==> src/hdl/cpa_pkg.sv <==
// Shared types, codes and constants for the complex pointwise ALU.
`default_nettype none
package cpa_pkg;

    localparam int FRAC_BITS_DEF = 16;
    localparam int QUO_BITS      = 33;

    typedef enum logic [2:0] {
        CMD_MUL      = 3'd0,
        CMD_MUL_CONJ = 3'd1,
        CMD_DIV_ZERO = 3'd2,
        CMD_DIV_STAB = 3'd3,
        CMD_ADD      = 3'd4,
        CMD_SCALE    = 3'd5
    } t_cmd;

    localparam logic CFG_EPSILON = 1'b0;
    localparam logic CFG_SCALE   = 1'b1;

    typedef struct packed {
        logic [2:0]         command;
        logic signed [31:0] a_re;
        logic signed [31:0] a_im;
        logic signed [31:0] b_re;
        logic signed [31:0] b_im;
        logic               last_in;
    } t_in_item;

    typedef struct packed {
        logic signed [31:0] res_re;
        logic signed [31:0] res_im;
        logic               guarded;
        logic               saturated;
        logic               last_out;
    } t_out_item;

    // Payload handed from cell to cell along the divider chain
    typedef struct packed {
        logic [2:0]          cmd;
        logic                last;
        logic                guard;
        logic                zero;
        logic                neg_re;
        logic                neg_im;
        logic                ovf_re;
        logic                ovf_im;
        logic [63:0]         mag_re;
        logic [63:0]         mag_im;
        logic [63:0]         den;
        logic [64:0]         rem_re;
        logic [64:0]         rem_im;
        logic [QUO_BITS-1:0] quo_re;
        logic [QUO_BITS-1:0] quo_im;
    } t_cell_data;

endpackage
`default_nettype wire

==> src/hdl/cpa_div_cell.sv <==
// One restoring-division cell: decides one quotient bit for both parts.
`default_nettype none
module cpa_div_cell #(
    parameter int FRAC_BITS = cpa_pkg::FRAC_BITS_DEF,
    parameter int BIT       = 0
) (
    input  wire                  i_clk,
    input  wire                  i_rst_n,
    input  wire                  i_valid,
    output logic                 o_ready,
    input  cpa_pkg::t_cell_data  i_data,
    output logic                 o_valid,
    input  wire                  i_ready,
    output cpa_pkg::t_cell_data  o_data
);
    import cpa_pkg::*;

    logic       r_valid;
    t_cell_data r_data;
    t_cell_data n_data;
    logic       nb_re, nb_im;
    logic [64:0] sh_re, sh_im;
    logic       ge_re, ge_im;

    // Next numerator bit of mag << (FRAC_BITS + 1)
    generate
        if (BIT >= FRAC_BITS + 1) begin : g_mag_bit
            assign nb_re = i_data.mag_re[BIT-FRAC_BITS-1];
            assign nb_im = i_data.mag_im[BIT-FRAC_BITS-1];
        end else begin : g_zero_bit
            assign nb_re = 1'b0;
            assign nb_im = 1'b0;
        end
    endgenerate

    always_comb begin
        sh_re  = {i_data.rem_re[63:0], nb_re};
        sh_im  = {i_data.rem_im[63:0], nb_im};
        ge_re  = sh_re >= {1'b0, i_data.den};
        ge_im  = sh_im >= {1'b0, i_data.den};
        n_data = i_data;
        n_data.rem_re = ge_re ? sh_re - {1'b0, i_data.den} : sh_re;
        n_data.rem_im = ge_im ? sh_im - {1'b0, i_data.den} : sh_im;
        n_data.quo_re = {i_data.quo_re[QUO_BITS-2:0], ge_re};
        n_data.quo_im = {i_data.quo_im[QUO_BITS-2:0], ge_im};
    end

    assign o_ready = !r_valid || i_ready;

    always_ff @(posedge i_clk) begin
        if (!i_rst_n) begin
            r_valid <= 1'b0;
        end else if (o_ready) begin
            r_valid <= i_valid;
        end
        if (o_ready && i_valid) begin
            r_data <= n_data;
        end
    end

    assign o_valid = r_valid;
    assign o_data  = r_data;

endmodule
`default_nettype wire

==> config.mk <==
export PLATFORM = sky130hd
export DESIGN_NAME = cpa_div_cell
export DESIGN_NICKNAME = d
export VERILOG_FILES = /design/src/hdl/cpa_pkg.sv /design/src/hdl/cpa_div_cell.sv
export SDC_FILE = /design/constraint.sdc
export NUM_CORES = 1
export LEC_CHECK = 0
export BUFFER_PORTS_ARGS = -buffer_cell sky130_fd_sc_hd__buf_2
export CAP_MARGIN = 20
export CORE_AREA = 4 4 309 311
export CTS_CLUSTER_SIZE = 20
export DETAILED_ROUTE_END_ITERATION = 7
export DIE_AREA = 0 0 313 315
export PLACE_DENSITY = 0.56
export SYNTH_ARGS = -nofsm -noshare
export SYNTH_HDL_FRONTEND = slang
export SYNTH_SLANG_ARGS = --single-unit
==> constraint.sdc <==
create_clock -name i_clk -period 10.4 [get_ports i_clk]
set_input_delay 1.04 -clock i_clk [delete_from_list [all_inputs] [get_ports i_clk]]
set_output_delay 1.04 -clock i_clk [all_outputs]
set_load 0.01 [all_outputs]
==> summary.md <==
| Metric | Value |
|---|---|
| Net Count, Synth | `2,418` |
| Sw Share | `0.303` |
| Pins Over Slew Limit | `0` |
| Synth Area in Adders | `0.0756` |
| CP endpoint kind | `register` |
| Largest net degree at the start of global routing | `156` |
| DR pass1 iterations | `5` |
| Area growth from synthesis to layout | `32.0%` |
| Largest family of logic cells by synthesized area | `compound AO/OA/AOI/OAI gates` |
| Power per cell area | `171 nW/µm²` |
| Via/cell ratio | `roughly 4.7` |
| Via count | `18,800` |
| Mapped Area | `21,700 µm²` |
| Post-synthesis sequential area ratio | `0.552` |
| IO Port Bufs | `797` |
| # rows | `about 110` |
| Die Area | `roughly 99,000 µm²` |
| Placed cell area | `~27,000 µm²` |
| Core area | `92,800 µm²` |
| WL/cell | `27.6 µm` |
| Initial DRC count | `1,415` |
| Mapped Cells | `1,886` |
| Post-route cell area | `28,700 µm²` |
| Worst-Skew Late Latency | `0.63 ns` |
| Final Wtd Congestion | `0.886` |
| Largest area contributor in the netlist | `edfxtp_1` |
| Min Tclk post-route | `5.12 ns` |
| Post-CTS Setup Bufs | `0` |
| Static Leak | `between 10 and 15 nW` |
| Synth area leaders | `edfxtp_1 (55%), ha_1 (7.4%), a21oi_1 (3.8%)` |
| Hold Path Depth | `2` |
| CP cell instances | `buf_2, inv_1, ha_1, nand4_1, a211o_1, a31o_1, nand3_1, a21oi_2, o21a_1, o41a_1, o21ai_2, a31o_4, buf_4, mux2_2` |
| Final net count | `3,202` |
| Residual DRC | `0` |
| Reg clk slew, reported paths | `approximately 0.060 ns` |
| Hold Fails Final Rpt | `0` |
| Highest-delay cell along the critical path | `buf_4` |
| Hold-fix buffers at CTS | `0` |
| Worst Hold Class | `reg2reg` |
| CP Data Arrival Time | `5.49 ns` |
| Global-route usage over all layers | `0.211` |
| CTS tree | `built` |
| Sequential Power Share | `0.405` |
| Mux contribution to synthesized area | `0.0348` |
| Worst Path Max Fanout | `slightly above 40` |
| Hold_sp | `o_valid` |
| WHS Endpoint | `o_valid` |
| Routed Antenna Nets | `0` |
| Worst slew margin | `0.218` |
| RSZ-0062 raised after global routing | `false` |
| # setup viols final | `0` |
| Setup Skew | `0.0172 ns` |
| H-tree depth | `2` |
| F_max | `195 MHz` |
| Sum Neg Setup Slack | `0 ns` |
| Die W | `313 µm` |
| Vias in the first global route | `roughly 18,000` |
| Yosys warnings | `0` |
| Pint | `3.41 mW` |
| Post-Synth XOR/XNOR Area | `0.0444` |
| Worst R2R Start | `o_valid` |
| Syn avg cell area | `11.5 µm²` |
| Status | `completed` |
| Critical Path Max Stage Delay | `a little over 0.6 ns` |
| DIE HEIGHT | `around 320 µm` |
| First-pass GRT wire length | `~140 mm` |
| Post-synth ARST share | `0` |
| Combinational power share | `0.226` |
| Critical Path Start Type | `input pin` |
| Layout fillers | `between 9,000 and 10,000` |
| Share of the synthesized area in the top cell type | `0.551` |
| MaxCap Viol Count | `0` |
| Critical Path Source | `i_data[205]` |
| R2R Path End | `o_data[387]` |
| Clk Tree Root Cell | `clkbuf_16` |
| Buf/Inv on CP | `3` |
| Post-synth top flop | `edfxtp_1` |
| FF-to-FF path depth | `4` |
| Starting Density | `0.234` |
| Clk pwr share | `0.369` |
| Post_cts resized | `0` |
| GRT overflow | `0` |
| CTS buffer count | `49` |
| Max VDD drop | `approximately 0.12 mV` |
| Post-synthesis compound-gate area fraction | `0.151` |
| Distinct cells, synth | `88` |
| Top delay family on crit path | `compound AO/OA/AOI/OAI gates` |
| Worst slew pin tran | `about 1.2 ns` |
| CTS Sinks | `around 400` |
| I/O Pins | `802` |
| Critical path required time | `around 11 ns` |
| Simple-gate portion of the synthesized area | `0.106` |
| WL final | `roughly 110 mm` |
| R2R Setup Slk | `7.26 ns` |
| Initial antenna violation count | `75` |
| Fin crit share | `0.492` |
| Crit Path Class | `in2reg` |
| Commonest non-fill, non-tap cells in the layout | `buf_2 (797), edfxtp_1 (398), nand2_1 (185)` |
| Bufs on Longest Clock Path | `3` |
| Post-synth EDFFs | `a little under 400` |
| Switching power | `1.49 mW` |
| Commonest non-fill, non-tap cell in the layout | `buf_2` |
| Seq cells post-synth | `roughly 400` |
| Proportion of layout cells with a drive suffix above 1 | `0.344` |
| DPL Wire Length | `92.5 mm` |
## synthesized netlist by cell type (4+ instances only)
cell type and instances:
edfxtp_1 398, nand2_1 185, a21oi_1 164, o21ai_0 131, ha_1 128, inv_1 102
nor2_1 88, xnor2_1 63, a21o_1 49, xor2_1 47, nand4_1 40, mux2_1 36
buf_2 33, nand3_1 33, nor3_1 31, o21bai_1 31, mux2_2 27, clkbuf_1 25
o21a_1 23, nand2b_1 19, and3_1 17, a31oi_1 14, and2_1 12, nor2b_1 12
a211oi_1 11, o31ai_1 10, a21boi_0 9, nor4_1 9, o211ai_1 9, or3_1 8
o22ai_1 6, or2_2 6, buf_8 5, clkbuf_2 5, o21ai_1 5, a211o_1 4
a221o_1 4, a221oi_1 4, o41ai_1 4
## area by class of cell
type	instances	area [µm²]	area share
Inverter	102	383	0.0134
Tap cell	1254	1570	0.0548
Clock inverter	30	360	0.0126
Multi-Input combinational cell	1312	8960	0.313
Clock buffer	58	1280	0.0447
Antenna cell	27	67.6	0.00236
Sequential cell	399	12000	0.418
Timing Repair Buffer	806	4070	0.142
## worst register-to-register path: cells and delay by family, from the launching register on
kind / cells / cell delay (ns)
flip-flops: 1 / 0.30
buffers and inverters: 2 / 1.56
AND/OR/NAND/NOR: 2 / 0.81
## flip-flops by register name, indices dropped and copies added, names as in the netlist
signal	cells
o_valid	1
o_data	398
## through the flow
step / total power, mW / worst slack (ns) / utilization / hold WS, ns / instances
final: 4.90 / 5.28 / 0.309 / 0.533 / 3988
after detailed placement: 3.13 / 4.58 / 0.290 / 0.529 / 3873
after global placement: 3.13 / 4.60 / 0.290 / 0.511 / 3873
after floorplan: 2.66 / 3.84 / - / 0.609 / 1886
after global routing: 5.13 / 5.07 / 0.309 / 0.549 / 3973
after CTS: 4.98 / 5.25 / 0.308 / 0.534 / 3961
## cell families (layout without fill, tap and decap cells)
logic type	Yosys count	count (layout)
AOI/OAI and AO/OA	522	522
xor gates and xnor gates	110	110
adders and majority gates	130	130
buffers and inverters	175	996
DFF	399	399
muxes	67	67
other	0	27
and+or+nand+nor	483	483
## power by group through the flow
stage | sequential (mW) | combinational [mW] | clock (mW)
2_1_floorplan | 2.11 | 0.557 | 0
3_3_place_gp | 2.02 | 1.11 | 0
3_5_place_dp | 2.02 | 1.12 | 0
4_1_cts | 1.99 | 1.12 | 1.87
5_1_grt | 2.00 | 1.20 | 1.93
6_report | 1.99 | 1.11 | 1.81
## routing by layer
| layer | wire [µm] | vias to the layer above | global-route usage |
|---|---|---|---|
| li1 | - | 8705 | - |
| met1 | 38300 | 9006 | 0.216 |
| met2 | 56300 | 803 | 0.381 |
| met3 | 10700 | 181 | 0.0898 |
| met4 | 4220 | 60 | 0.0797 |
| met5 | 365 | - | 0.00988 |
## worst max-delay path by stage
stage,end,depth (start not counted),slack (ns)
finish,o_data[151],14,5.28
global route,o_data[144],14,5.07
CTS,o_data[144],14,5.25
detailed placement,o_data[151],14,4.58
global placement,o_data[151],14,4.60
floorplan,o_data[0],2,3.84
(Power assumes the default switching activity.)
