### src/hdl/cpa_pkg.sv
// Shared types, codes and constants for the complex pointwise ALU.
`default_nettype none
package cpa_pkg;

    localparam int FRAC_BITS_DEF = 16;
    localparam int QUO_BITS      = 33;

    typedef enum logic [2:0] {
        CMD_MUL      = 3'd0,
        CMD_MUL_CONJ = 3'd1,
        CMD_DIV_ZERO = 3'd2,
        CMD_DIV_STAB = 3'd3,
        CMD_ADD      = 3'd4,
        CMD_SCALE    = 3'd5
    } t_cmd;

    localparam logic CFG_EPSILON = 1'b0;
    localparam logic CFG_SCALE   = 1'b1;

    typedef struct packed {
        logic [2:0]         command;
        logic signed [31:0] a_re;
        logic signed [31:0] a_im;
        logic signed [31:0] b_re;
        logic signed [31:0] b_im;
        logic               last_in;
    } t_in_item;

    typedef struct packed {
        logic signed [31:0] res_re;
        logic signed [31:0] res_im;
        logic               guarded;
        logic               saturated;
        logic               last_out;
    } t_out_item;

    // Payload handed from cell to cell along the divider chain
    typedef struct packed {
        logic [2:0]          cmd;
        logic                last;
        logic                guard;
        logic                zero;
        logic                neg_re;
        logic                neg_im;
        logic                ovf_re;
        logic                ovf_im;
        logic [63:0]         mag_re;
        logic [63:0]         mag_im;
        logic [63:0]         den;
        logic [64:0]         rem_re;
        logic [64:0]         rem_im;
        logic [QUO_BITS-1:0] quo_re;
        logic [QUO_BITS-1:0] quo_im;
    } t_cell_data;

endpackage
`default_nettype wire

### src/hdl/cpa_back.sv
// Back end: rounding, result select and saturation into the output register.
`default_nettype none
module cpa_back #(
    parameter int FRAC_BITS = cpa_pkg::FRAC_BITS_DEF
) (
    input  wire                  i_clk,
    input  wire                  i_rst_n,
    input  wire                  i_valid,
    output logic                 o_ready,
    input  cpa_pkg::t_cell_data  i_data,
    output logic                 o_valid,
    input  wire                  i_ready,
    output cpa_pkg::t_out_item   o_item
);
    import cpa_pkg::*;

    logic        r_valid;
    t_out_item   r_item;
    t_out_item   n_item;
    logic [63:0] fin_re, fin_im;
    logic        neg_re, neg_im;
    logic        clip_re, clip_im;
    logic [31:0] sat_re, sat_im;

    function automatic logic [32:0] sat32(input logic neg, input logic [63:0] mag);
        // bit 32 flags a clip
        if (!neg) begin
            if (mag > 64'h7FFF_FFFF) begin
                sat32 = {1'b1, 32'h7FFF_FFFF};
            end else begin
                sat32 = {1'b0, mag[31:0]};
            end
        end else begin
            if (mag > 64'h8000_0000) begin
                sat32 = {1'b1, 32'h8000_0000};
            end else begin
                sat32 = {1'b0, 32'(-mag[31:0])};
            end
        end
    endfunction

    always_comb begin
        neg_re = i_data.neg_re;
        neg_im = i_data.neg_im;
        case (i_data.cmd)
            CMD_MUL, CMD_MUL_CONJ, CMD_SCALE: begin
                fin_re = (i_data.mag_re >> FRAC_BITS) + 64'(i_data.mag_re[FRAC_BITS-1]);
                fin_im = (i_data.mag_im >> FRAC_BITS) + 64'(i_data.mag_im[FRAC_BITS-1]);
            end
            CMD_DIV_ZERO, CMD_DIV_STAB: begin
                if (i_data.zero) begin
                    fin_re = '0;
                    fin_im = '0;
                end else begin
                    fin_re = i_data.ovf_re ? (64'd1 << QUO_BITS)
                                           : (64'(i_data.quo_re) + 64'd1) >> 1;
                    fin_im = i_data.ovf_im ? (64'd1 << QUO_BITS)
                                           : (64'(i_data.quo_im) + 64'd1) >> 1;
                end
            end
            CMD_ADD: begin
                fin_re = i_data.mag_re;
                fin_im = i_data.mag_im;
            end
            default: begin
                fin_re = '0;
                fin_im = '0;
                neg_re = 1'b0;
                neg_im = 1'b0;
            end
        endcase
        {clip_re, sat_re} = sat32(neg_re, fin_re);
        {clip_im, sat_im} = sat32(neg_im, fin_im);
        n_item.res_re    = sat_re;
        n_item.res_im    = sat_im;
        n_item.guarded   = i_data.guard;
        n_item.saturated = clip_re || clip_im;
        n_item.last_out  = i_data.last;
    end

    assign o_ready = !r_valid || i_ready;

    always_ff @(posedge i_clk) begin
        if (!i_rst_n) begin
            r_valid <= 1'b0;
        end else if (o_ready) begin
            r_valid <= i_valid;
        end
        if (o_ready && i_valid) begin
            r_item <= n_item;
        end
    end

    assign o_valid = r_valid;
    assign o_item  = r_item;

endmodule
`default_nettype wire

### config.mk
export PLATFORM = sky130hd
export DESIGN_NAME = cpa_back
export DESIGN_NICKNAME = d
export VERILOG_FILES = /design/src/hdl/cpa_pkg.sv /design/src/hdl/cpa_back.sv
export SDC_FILE = /design/constraint.sdc
export NUM_CORES = 1
export LEC_CHECK = 0
export BUFFER_PORTS_ARGS = -buffer_cell sky130_fd_sc_hd__buf_2
export CAP_MARGIN = 20
export CORE_AREA = 2 2 181 183
export CTS_CLUSTER_DIAMETER = 50
export DETAILED_ROUTE_END_ITERATION = 12
export DIE_AREA = 0 0 183 185
export GPL_TIMING_DRIVEN = 0
export PLACE_DENSITY = 0.57
export SLEW_MARGIN = 25
export SYNTH_ARGS = -nofsm -noshare
export SYNTH_HDL_FRONTEND = slang
export SYNTH_SLANG_ARGS = --single-unit
export TNS_END_PERCENT = 50
### constraint.sdc
create_clock -name i_clk -period 5.8 [get_ports i_clk]
set_clock_uncertainty 0.05 [all_clocks]
set_input_delay 0.29 -clock i_clk [delete_from_list [all_inputs] [get_ports i_clk]]
set_output_delay 0.29 -clock i_clk [all_outputs]
set_load 0.005 [all_outputs]
==> flow_metrics.env, run 1 <==
export IMPL_grt_pass1_vias=10272
export IMPL_p_seq_share_pct=31.1
export IMPL_crit_arrival_ps=5080
export IMPL_gp_congestion=0.9555
export IMPL_synthArstFlopShare_pct=0
export IMPL_via_per_inst=5.886
export IMPL_max_slew_worst_pin_slew_ps=1126
export IMPL_start_util_pct=29.64
export IMPL_cts_sink_count=68
export IMPL_rsz0062_at_grt="false"
export IMPL_drt_iter0_drc=1099
export IMPL_synth_area_um2=9498
export IMPL_cts_root_buffer="clkbuf_16"
export IMPL_wl_mm=43.54
export IMPL_drtAntennaViolNets=0
export IMPL_die_w_um=183
export IMPL_drt_pass1_iter_count=6
export IMPL_layout_drive_gt1_share_pct=23.29
export IMPL_register_area_um2=2032
export IMPL_ys_seq_area_share_pct=21.39
export IMPL_wl_per_cell_um=22.23
export IMPL_p_int_mw=1.303
export IMPL_tns_ps=0
export IMPL_mostFrequentLayoutCells="290 x buf_2, 107 x nand2_1, 101 x nor2_1"
export IMPL_switching_share_pct=34.69
export IMPL_peakVddDrop_uv=121.0
export IMPL_yosys_cell_types_count=84
export IMPL_worstPathMaxFanout=10
export IMPL_maxCapViolations=0
export IMPL_synth_edf_count=67
export IMPL_multi_input_area_um2=7071
export IMPL_post_cts_buffers=0
export IMPL_fmax_ghz=0.1990
export IMPL_cp_start_kind="input port"
export IMPL_power_frac_clock_pct=31.4
export IMPL_grt_first_pass_wirelength_mm=64.09
export IMPL_min_path_type="input port to register"
export IMPL_cts_inserted_buffers=9
export IMPL_final_common_cell="buf_2"
export IMPL_ys_flop_type="edfxtp_1"
export IMPL_port_buffers=269
export IMPL_rrSetupSlack_ps=4310
export IMPL_synth_nets=1668
export IMPL_setup_violations=0
export IMPL_p_comb_share_pct=37.5
export IMPL_switching_power_mw=0.6922
export IMPL_cts_tree="yes"
export IMPL_rows=66
export IMPL_yosys_warnings=0
export IMPL_cp_required_ps=5850
export IMPL_syn_inst=1257
export IMPL_n_fill_cell=3453
export IMPL_area_growth_pct=24.07
export IMPL_outcome="finished clean"
export IMPL_grt_max_degree=35
export IMPL_h_tree_depth=3
export IMPL_period_minus_slack_ps=5026
export IMPL_hold_buffers=0
export IMPL_postCtsResizedCells=0
export IMPL_hold_slack_ps=96.15
export IMPL_die_h_um=185
export IMPL_num_io_pins=471
export IMPL_vias=11531
export IMPL_finalPower_mw=1.995
export IMPL_antenna_found_initial=16
export IMPL_grt_overflow=0
export IMPL_power_density_nw_per_um2=169.3
export IMPL_grt_usage_pct=24.74
export IMPL_period_share_pct=86.66
export IMPL_finalHoldViolCount=0
export IMPL_endpoint_kind="register"
export IMPL_final_nets=1952
export IMPL_max_slew_margin_pct=24.49
export IMPL_clk_latency_ps=320
export IMPL_slew_viol_final=0
export IMPL_synth_seq_cells=68
export IMPL_postSynthAreaPerCell_um2=7.556
export IMPL_drc_errors=0
export IMPL_die_area_um2=33860
export IMPL_clkTransAtPathRegs_ps=60
export IMPL_cts_path_max_buffers=2
export IMPL_p_leak_nw=4.254
export IMPL_critPathKind="input port to register"
export IMPL_fp_coreArea_um2=32040
export IMPL_dp_hpwl_mm=36.27
==> synth_stat cells (all sizes together) (4+ instances only) <==
cell type	number	share of area [%]
o31ai	9	0.71
clkbuf	45	1.8
a211oi	37	3.0
mux2i	17	1.8
o21a	7	0.55
o21ai	57	3.0
and2	14	0.92
nor2	101	4.0
o31a	4	0.37
o22ai	10	0.66
nor4b	8	1.0
xnor2	75	6.9
or2	12	0.79
xor2	63	5.8
buf	27	1.6
or3	23	1.5
and3	26	1.7
o221ai	7	0.65
a222oi	5	0.53
a221oi	9	0.90
nand2b	12	0.79
edfxtp	67	21
and4	17	1.6
o32ai	5	0.46
nand3	87	4.6
ha	9	1.2
nor3	89	4.9
o211ai	10	0.79
nor4	53	3.6
a21oi	30	1.6
nor3b	13	1.0
a31o	6	0.55
nand3b	5	0.40
or4	14	1.1
o32a	5	0.53
a31oi	9	0.59
a311oi	21	1.9
nand4	65	4.6
nor2b	5	0.33
inv	26	1.0
nand2	107	4.2
o211a	4	0.42
a211o	5	0.46
==> power by group through the flow <==
stage | clock network [mW] | registers (mW) | logic (mW)
floorplan | 0 | 0.640 | 0.385
global placement | 0 | 0.635 | 0.722
detailed placement | 0 | 0.632 | 0.732
CTS | 0.641 | 0.623 | 0.735
global route | 0.656 | 0.627 | 0.810
finish | 0.626 | 0.621 | 0.748
==> kinds of logic (layout without fill, tap and decap cells) <==
family / after synthesis / in the layout / share of synthesized area, %
XOR/XNOR: 138 / 138 / 12.73
AND/OR/NAND/NOR: 661 / 661 / 38.19
buffers and inverters: 99 / 388 / 4.453
multiplexers: 18 / 18 / 1.910
adder cells (fa/ha/maj): 9 / 9 / 1.186
other: 0 / 5 / 0
AO/OA/AOI/OAI: 264 / 264 / 20.14
flip-flops: 68 / 68 / 21.39
==> per-stage QoR <==
step                      setup slack [ps]  cells  utilization, %  cell area, um2
after detailed placement             510.8   1937           35.62           11410
after global placement               423.1   1934           35.44           11350
final                                773.7   1959           36.78           11780
after floorplan                       2009   1257               -            9498
after CTS                            845.0   1953           36.71           11760
after global routing                 335.1   1954           36.74           11770
==> sequential cells by signal, summed over array words and instances (netlist names) <==
register and flops:
o_item 67, o_valid 1
==> layout make-up <==
type                    count  area share (%)
repair buffers            273           11.76
flip-flops and latches     68           17.24
clock inverters             7           1.051
well taps                 408           4.332
multi-input cells        1090           60.00
plain buffers              72           2.729
diodes                      5          0.1062
inverters                  27          0.8601
clock buffers               9           1.911
==> final timing paths <==
path / startpoint / end / cells past startpoint
max: i_data[395] / o_item[26] / 16
min: i_data[393] / o_item[2] / 1
min reg2reg: o_valid / o_valid / 2
max reg2reg: o_valid / o_item[62] / 3
==> critical path, stage by stage <==
cell and delay, ps:
buf_2 130, nand2b_1 230, clkbuf_1 490, clkbuf_1 560
mux2i_1 340, o22a_1 270, ha_1 210, nand3_1 140
nor4_1 520, nand4b_1 350, nor4_2 500, nor2b_1 250
o31ai_1 100, buf_2 200, buf_6 170, a211oi_1 320
==> metal layers <==
layer / vias to the layer above / global-route usage [%] / share of wire [%]
met5: - / 0 / 0.35
met4: 24 / 6.688 / 2.3
met3: 73 / 4.581 / 8.7
met2: 548 / 36.65 / 42
met1: 5410 / 36.47 / 47
li1: 5476 / - / -
(Power assumes the default switching activity.)
==> run 2: changes to the inputs <==
- CORE_AREA: 2 2 181 183 -> 2 2 182 184
- DIE_AREA: 0 0 183 185 -> 0 0 184 186
- clock period: 5.8 -> 6.25 ns (I/O delays scaled with it)
==> run 2 against run 1 <==
Net effect:
- sequential share of layout area rose by 0.062 points
- combinational power fell by 7.1%
- cell count rose by 0.10%
- non-clock buffer count did not move
- total power fell by 11%
- die area rose by 1.1%
- clock power fell by 20%
- largest cell class unchanged
- largest power group unchanged
- highest routed layer unchanged
==> flow_metrics.env, run 2 (synthesis results as in run 1) <==
export IMPL_outcome="finished clean"
export IMPL_drt_iter0_drc=1063
export IMPL_drc_errors=0
export IMPL_wl_per_cell_um=22.35
export IMPL_hold_buffers=0
export IMPL_max_stage_delay_ps=620
export IMPL_holdPathStages=1
export IMPL_final_common_cell="buf_2"
export IMPL_die_h_um=186
export IMPL_grt_overflow=0
export IMPL_postCtsResizedCells=0
export IMPL_stdcell_area_um2=11740
export IMPL_cp_start_kind="input port"
export IMPL_vias=11546
export IMPL_dp_hpwl_mm=36.49
export IMPL_use_met2_pct=36.50
export IMPL_instances_no_fill=1961
export IMPL_rrSetupSlack_ps=4740
export IMPL_setup_violations=0
export IMPL_period_minus_slack_ps=5103
export IMPL_final_nets=1952
export IMPL_fp_coreArea_um2=32210
export IMPL_cp_required_ps=6300
export IMPL_dp_cells=1937
export IMPL_clkTransAtPathRegs_ps=60
export IMPL_max_slew_margin_pct=24.12
export IMPL_max_slew_worst_pin_slew_ps=1136
export IMPL_min_path_type="input port to register"
export IMPL_port_buffers=269
export IMPL_cts_path_max_buffers=2
export IMPL_area_growth_pct=23.62
export IMPL_endpoint_kind="register"
export IMPL_crit_buf_inv=6
export IMPL_hold_slack_ps=108.7
export IMPL_critPathKind="input port to register"
export IMPL_grt_pass1_vias=10359
export IMPL_via_per_inst=5.888
export IMPL_drt_pass1_iter_count=7
export IMPL_finalHoldViolCount=0
export IMPL_wl_mm=43.83
export IMPL_layout_drive_gt1_share_pct=23.29
export IMPL_period_share_pct=81.65
export IMPL_rows=66
export IMPL_tns_ps=0
export IMPL_path_cells="buf_2 > buf_2 > buf_1 > clkbuf_1 > o22a_1 > ha_1 > nand3_1 > nor4_1 > nand4b_1 > nor4_2 > nor2b_1 > o31ai_1 > buf_2 > buf_6 > a211oi_1"
export IMPL_power_density_nw_per_um2=151.1
export IMPL_p_leak_nw=4.229
export IMPL_cts_inserted_buffers=9
export IMPL_worstReg2RegEnd="o_item[58]"
export IMPL_grt_usage_pct=24.74
export IMPL_slowest_stage="clkbuf_1"
export IMPL_hold_start="i_data[393]"
export IMPL_crit_top_cell="buf_2"
export IMPL_antenna_found_initial=19
export IMPL_cts_tree="yes"
export IMPL_largest_reg_flops=67
export IMPL_worstPathMaxFanout=10
export IMPL_drtAntennaViolNets=0
export IMPL_cts_sink_count=68
export IMPL_cts_root_buffer="clkbuf_16"
export IMPL_start_util_pct=29.49
export IMPL_rsz0062_at_grt="false"
export IMPL_clk_latency_ps=330
export IMPL_slew_viol_final=0
export IMPL_reg2reg_from="o_valid"
export IMPL_reg2reg_depth=3
export IMPL_grt_max_degree=35
export IMPL_crit_arrival_ps=5150
export IMPL_grtUsageMet1_pct=35.74
export IMPL_die_area_um2=34220
export IMPL_maxCapViolations=0
export IMPL_gp_congestion=0.9631
export IMPL_die_w_um=184
export IMPL_fmax_ghz=0.1960
export IMPL_peakVddDrop_uv=164.2
export IMPL_mostFrequentLayoutCells="290 x buf_2, 107 x nand2_1, 101 x nor2_1"
export IMPL_placed_cell_area_um2=11410
export IMPL_h_tree_depth=3
export IMPL_hold_path_end="o_item[2]"
export IMPL_grt_first_pass_wirelength_mm=64.55
export IMPL_met3_usage_pct=5.576
export IMPL_grt_busiest_layer="met2"
export IMPL_post_cts_buffers=0
export IMPL_crit_family="buffers and inverters"
export IMPL_num_io_pins=471
run 2: changes by cell type in the layout (fill, tap and decap cells not counted):
cell,change
a211oi_1,-1
a211oi_2,+1
bufinv_16,-2
clkinv_2,+1
clkinvlp_4,+1
diode_2,+2
nor3b_1,+1
nor3b_2,-1
run 2: worst max path at each step:
| stage | start | end | slack (ps) | cells after the start |
|---|---|---|---|---|
| after global placement | i_data[395] | o_item[1] | 880 | 14 |
| after global routing | i_data[396] | o_item[26] | 710 | 15 |
| after floorplan | i_data[397] | o_item[23] | 2440 | 16 |
| after CTS | i_data[396] | o_item[26] | 1230 | 15 |
| final | i_data[396] | o_item[26] | 1150 | 15 |
| after detailed placement | i_data[396] | o_item[26] | 890 | 15 |
run 2: report_power, final:
part           switching, mW  internal [mW]  leakage, nW
sequential            0.0114          0.566        0.650
combinational          0.443          0.252         3.44
clock                  0.191          0.310        0.142
run 2: metrics by stage:
stage	util [%]	setup slack [ps]	power [mW]
after floorplan	-	2437	0.9515
after global placement	35.26	884.6	1.260
after detailed placement	35.44	891.1	1.270
after CTS	36.37	1227	1.778
after global routing	36.41	713.7	1.870
final	36.46	1147	1.774
run 2: final cells by class:
class / instances / area (um2)
antenna: 7 / 17.52
buffer: 72 / 321.6
clock buffer: 9 / 225.2
clock inverter: 7 / 76.32
fill: 3488 / 20460
inverter: 27 / 101.3
multi-input combinational: 1090 / 7071
sequential: 68 / 2032
tap: 408 / 510.5
timing repair buffer: 273 / 1386
run 2: routing by layer:
layer	wire length (um)	part of all wire, %	vias up
met3	3958	9.0	85
met2	18100	41	564
met4	1222	2.8	24
li1	-	-	5482
met5	157	0.36	-
met1	20390	47	5391
==> run 3: changes to the inputs <==
- clock period: 6.25 -> 4.8 ns (I/O delays scaled with it)
==> run 3 against run 2 <==
Net effect:
- sequential share of layout area is 0.13 points lower
- cell area is 0.75% higher
- global-route usage stayed put
- clock-buffer cell count stayed put
- highest routed layer unchanged
- non-clock buffer count is 5 higher
- total power is 31% higher
- cell count is 0.36% higher
==> flow_metrics.env, run 3 (synthesis results as in run 1) <==
export IMPL_cts_tree="yes"
export IMPL_antenna_found_initial=19
export IMPL_peakVddDrop_uv=214.3
export IMPL_p_seq_share_pct=32.4
export IMPL_fmax_ghz=0.2159
export IMPL_vias=11613
export IMPL_grt_usage_pct=24.74
export IMPL_wl_per_cell_um=22.35
export IMPL_num_io_pins=471
export IMPL_grt_pass1_vias=10359
export IMPL_slowest_stage="a221oi_1"
export IMPL_path_cells="buf_2 > ha_1 > ha_1 > and4_1 > buf_2 > nand4_1 > nor3_2 > xor2_1 > a221oi_1 > nand4_1 > or4_1 > nor2b_1 > o31ai_1 > buf_2 > buf_6 > a211oi_1"
export IMPL_die_area_um2=34220
export IMPL_cts_inserted_buffers=9
export IMPL_rows=66
export IMPL_drtAntennaViolNets=0
export IMPL_via_per_inst=5.901
export IMPL_min_path_type="input port to register"
export IMPL_register_area_um2=2032
export IMPL_power_frac_clock_pct=28.2
export IMPL_n_fill_cell=3484
export IMPL_area_growth_pct=24.54
export IMPL_max_stage_delay_ps=590
export IMPL_layout_drive_gt1_share_pct=24.37
export IMPL_power_density_nw_per_um2=196.3
export IMPL_start_util_pct=29.49
export IMPL_crit_arrival_ps=4670
export IMPL_slew_viol_final=0
export IMPL_cts_root_buffer="clkbuf_16"
export IMPL_h_tree_depth=3
export IMPL_endpoint_kind="register"
export IMPL_instances_no_fill=1968
export IMPL_maxCapViolations=0
export IMPL_die_w_um=184
export IMPL_tns_ps=0
export IMPL_hold_buffers=0
export IMPL_cp_start_kind="input port"
export IMPL_max_slew_worst_pin_slew_ps=1191
export IMPL_period_minus_slack_ps=4631
export IMPL_switching_share_pct=36.50
export IMPL_wl_mm=43.99
export IMPL_placed_cell_area_um2=11410
export IMPL_cp_required_ps=4840
export IMPL_hold_slack_ps=35.60
export IMPL_port_buffers=269
export IMPL_die_h_um=186
export IMPL_critPathKind="input port to register"
export IMPL_max_slew_margin_pct=20.45
export IMPL_stdcell_area_um2=11830
export IMPL_multi_input_area_um2=7104
export IMPL_p_int_mw=1.475
export IMPL_drt_pass1_iter_count=5
export IMPL_finalHoldViolCount=0
export IMPL_finalPower_mw=2.322
export IMPL_mostFrequentLayoutCells="290 x buf_2, 107 x nand2_1, 101 x nor2_1"
export IMPL_cts_sink_count=68
export IMPL_dp_hpwl_mm=36.49
export IMPL_clkTransAtPathRegs_ps=60
export IMPL_final_nets=1957
export IMPL_clk_latency_ps=330
export IMPL_crit_top_cell="buf_2"
export IMPL_p_leak_nw=4.284
export IMPL_largest_reg_flops=67
export IMPL_fp_coreArea_um2=32210
export IMPL_drc_errors=0
export IMPL_cts_path_max_buffers=2
export IMPL_p_comb_share_pct=39.4
export IMPL_period_share_pct=96.47
export IMPL_rsz0062_at_grt="true"
export IMPL_grt_max_degree=35
export IMPL_worstPathMaxFanout=10
export IMPL_final_common_cell="buf_2"
export IMPL_setup_violations=0
export IMPL_grt_overflow=0
export IMPL_outcome="finished clean"
export IMPL_switching_power_mw=0.8477
export IMPL_gp_congestion=0.9631
export IMPL_dp_cells=1937
export IMPL_grt_first_pass_wirelength_mm=64.55
export IMPL_drt_iter0_drc=1066
## run 3: per-stage QoR
| step | worst slack, ps | utilization, % |
|---|---|---|
| after global routing | -149.7 | 36.67 |
| after floorplan | 1059 | - |
| final | 169.2 | 36.73 |
| after global placement | -492.9 | 35.26 |
| after CTS | 3.864 | 36.38 |
| after detailed placement | -486.4 | 35.44 |
## run 3: path summary, 6_finish.rpt
check	startpoint	end	slack [ps]	cells after the start
worst max-delay path	i_data[276]	o_item[26]	170	16
worst min-delay path	i_data[393]	o_item[2]	40	1
worst max register to register	o_valid	o_item[58]	3290	3
worst min register to register	o_valid	o_valid	500	2
## run 3: worst max-delay path, delay by kind of cell
kind / cells / cell delay [ps]
fa+ha+maj: 2 / 540
simple gates: 6 / 2020
buf+inv: 4 / 630
xor+xnor: 1 / 180
compound gates: 3 / 1040
## run 3: routing by layer
layer  wire, um  global-route usage, %  vias to the layer above
met1      20430                  35.74                     5459
met4       1149                  7.168                       24
met2      18170                  36.50                      558
met5        158                      0                        -
met3       4085                  5.576                       84
li1           -                      -                     5488
## run 3: final cells by class
class	count	share of cell area (%)
multi-input combinational	1090	60.06
sequential	68	17.18
timing repair buffer	278	12.04
tap	408	4.316
buffer	72	2.814
clock buffer	9	1.904
inverter	27	0.8568
clock inverter	7	0.6452
antenna	9	0.1904
## run 3: timing repair
action / CTS / global route
cloned: 0 / 0
setup endpoints to repair: 31 / 52
resized for setup: 2 / 19
pin swaps: 0 / 3
setup buffers: 0 / 5
## run 3: power groups by stage
stage,sequential (mW),clock [mW],combinational (mW)
CTS,0.753,0.671,0.891
global placement,0.768,0,0.873
global route,0.759,0.692,0.993
floorplan,0.774,0,0.465
finish,0.752,0.655,0.916
detailed placement,0.766,0,0.888
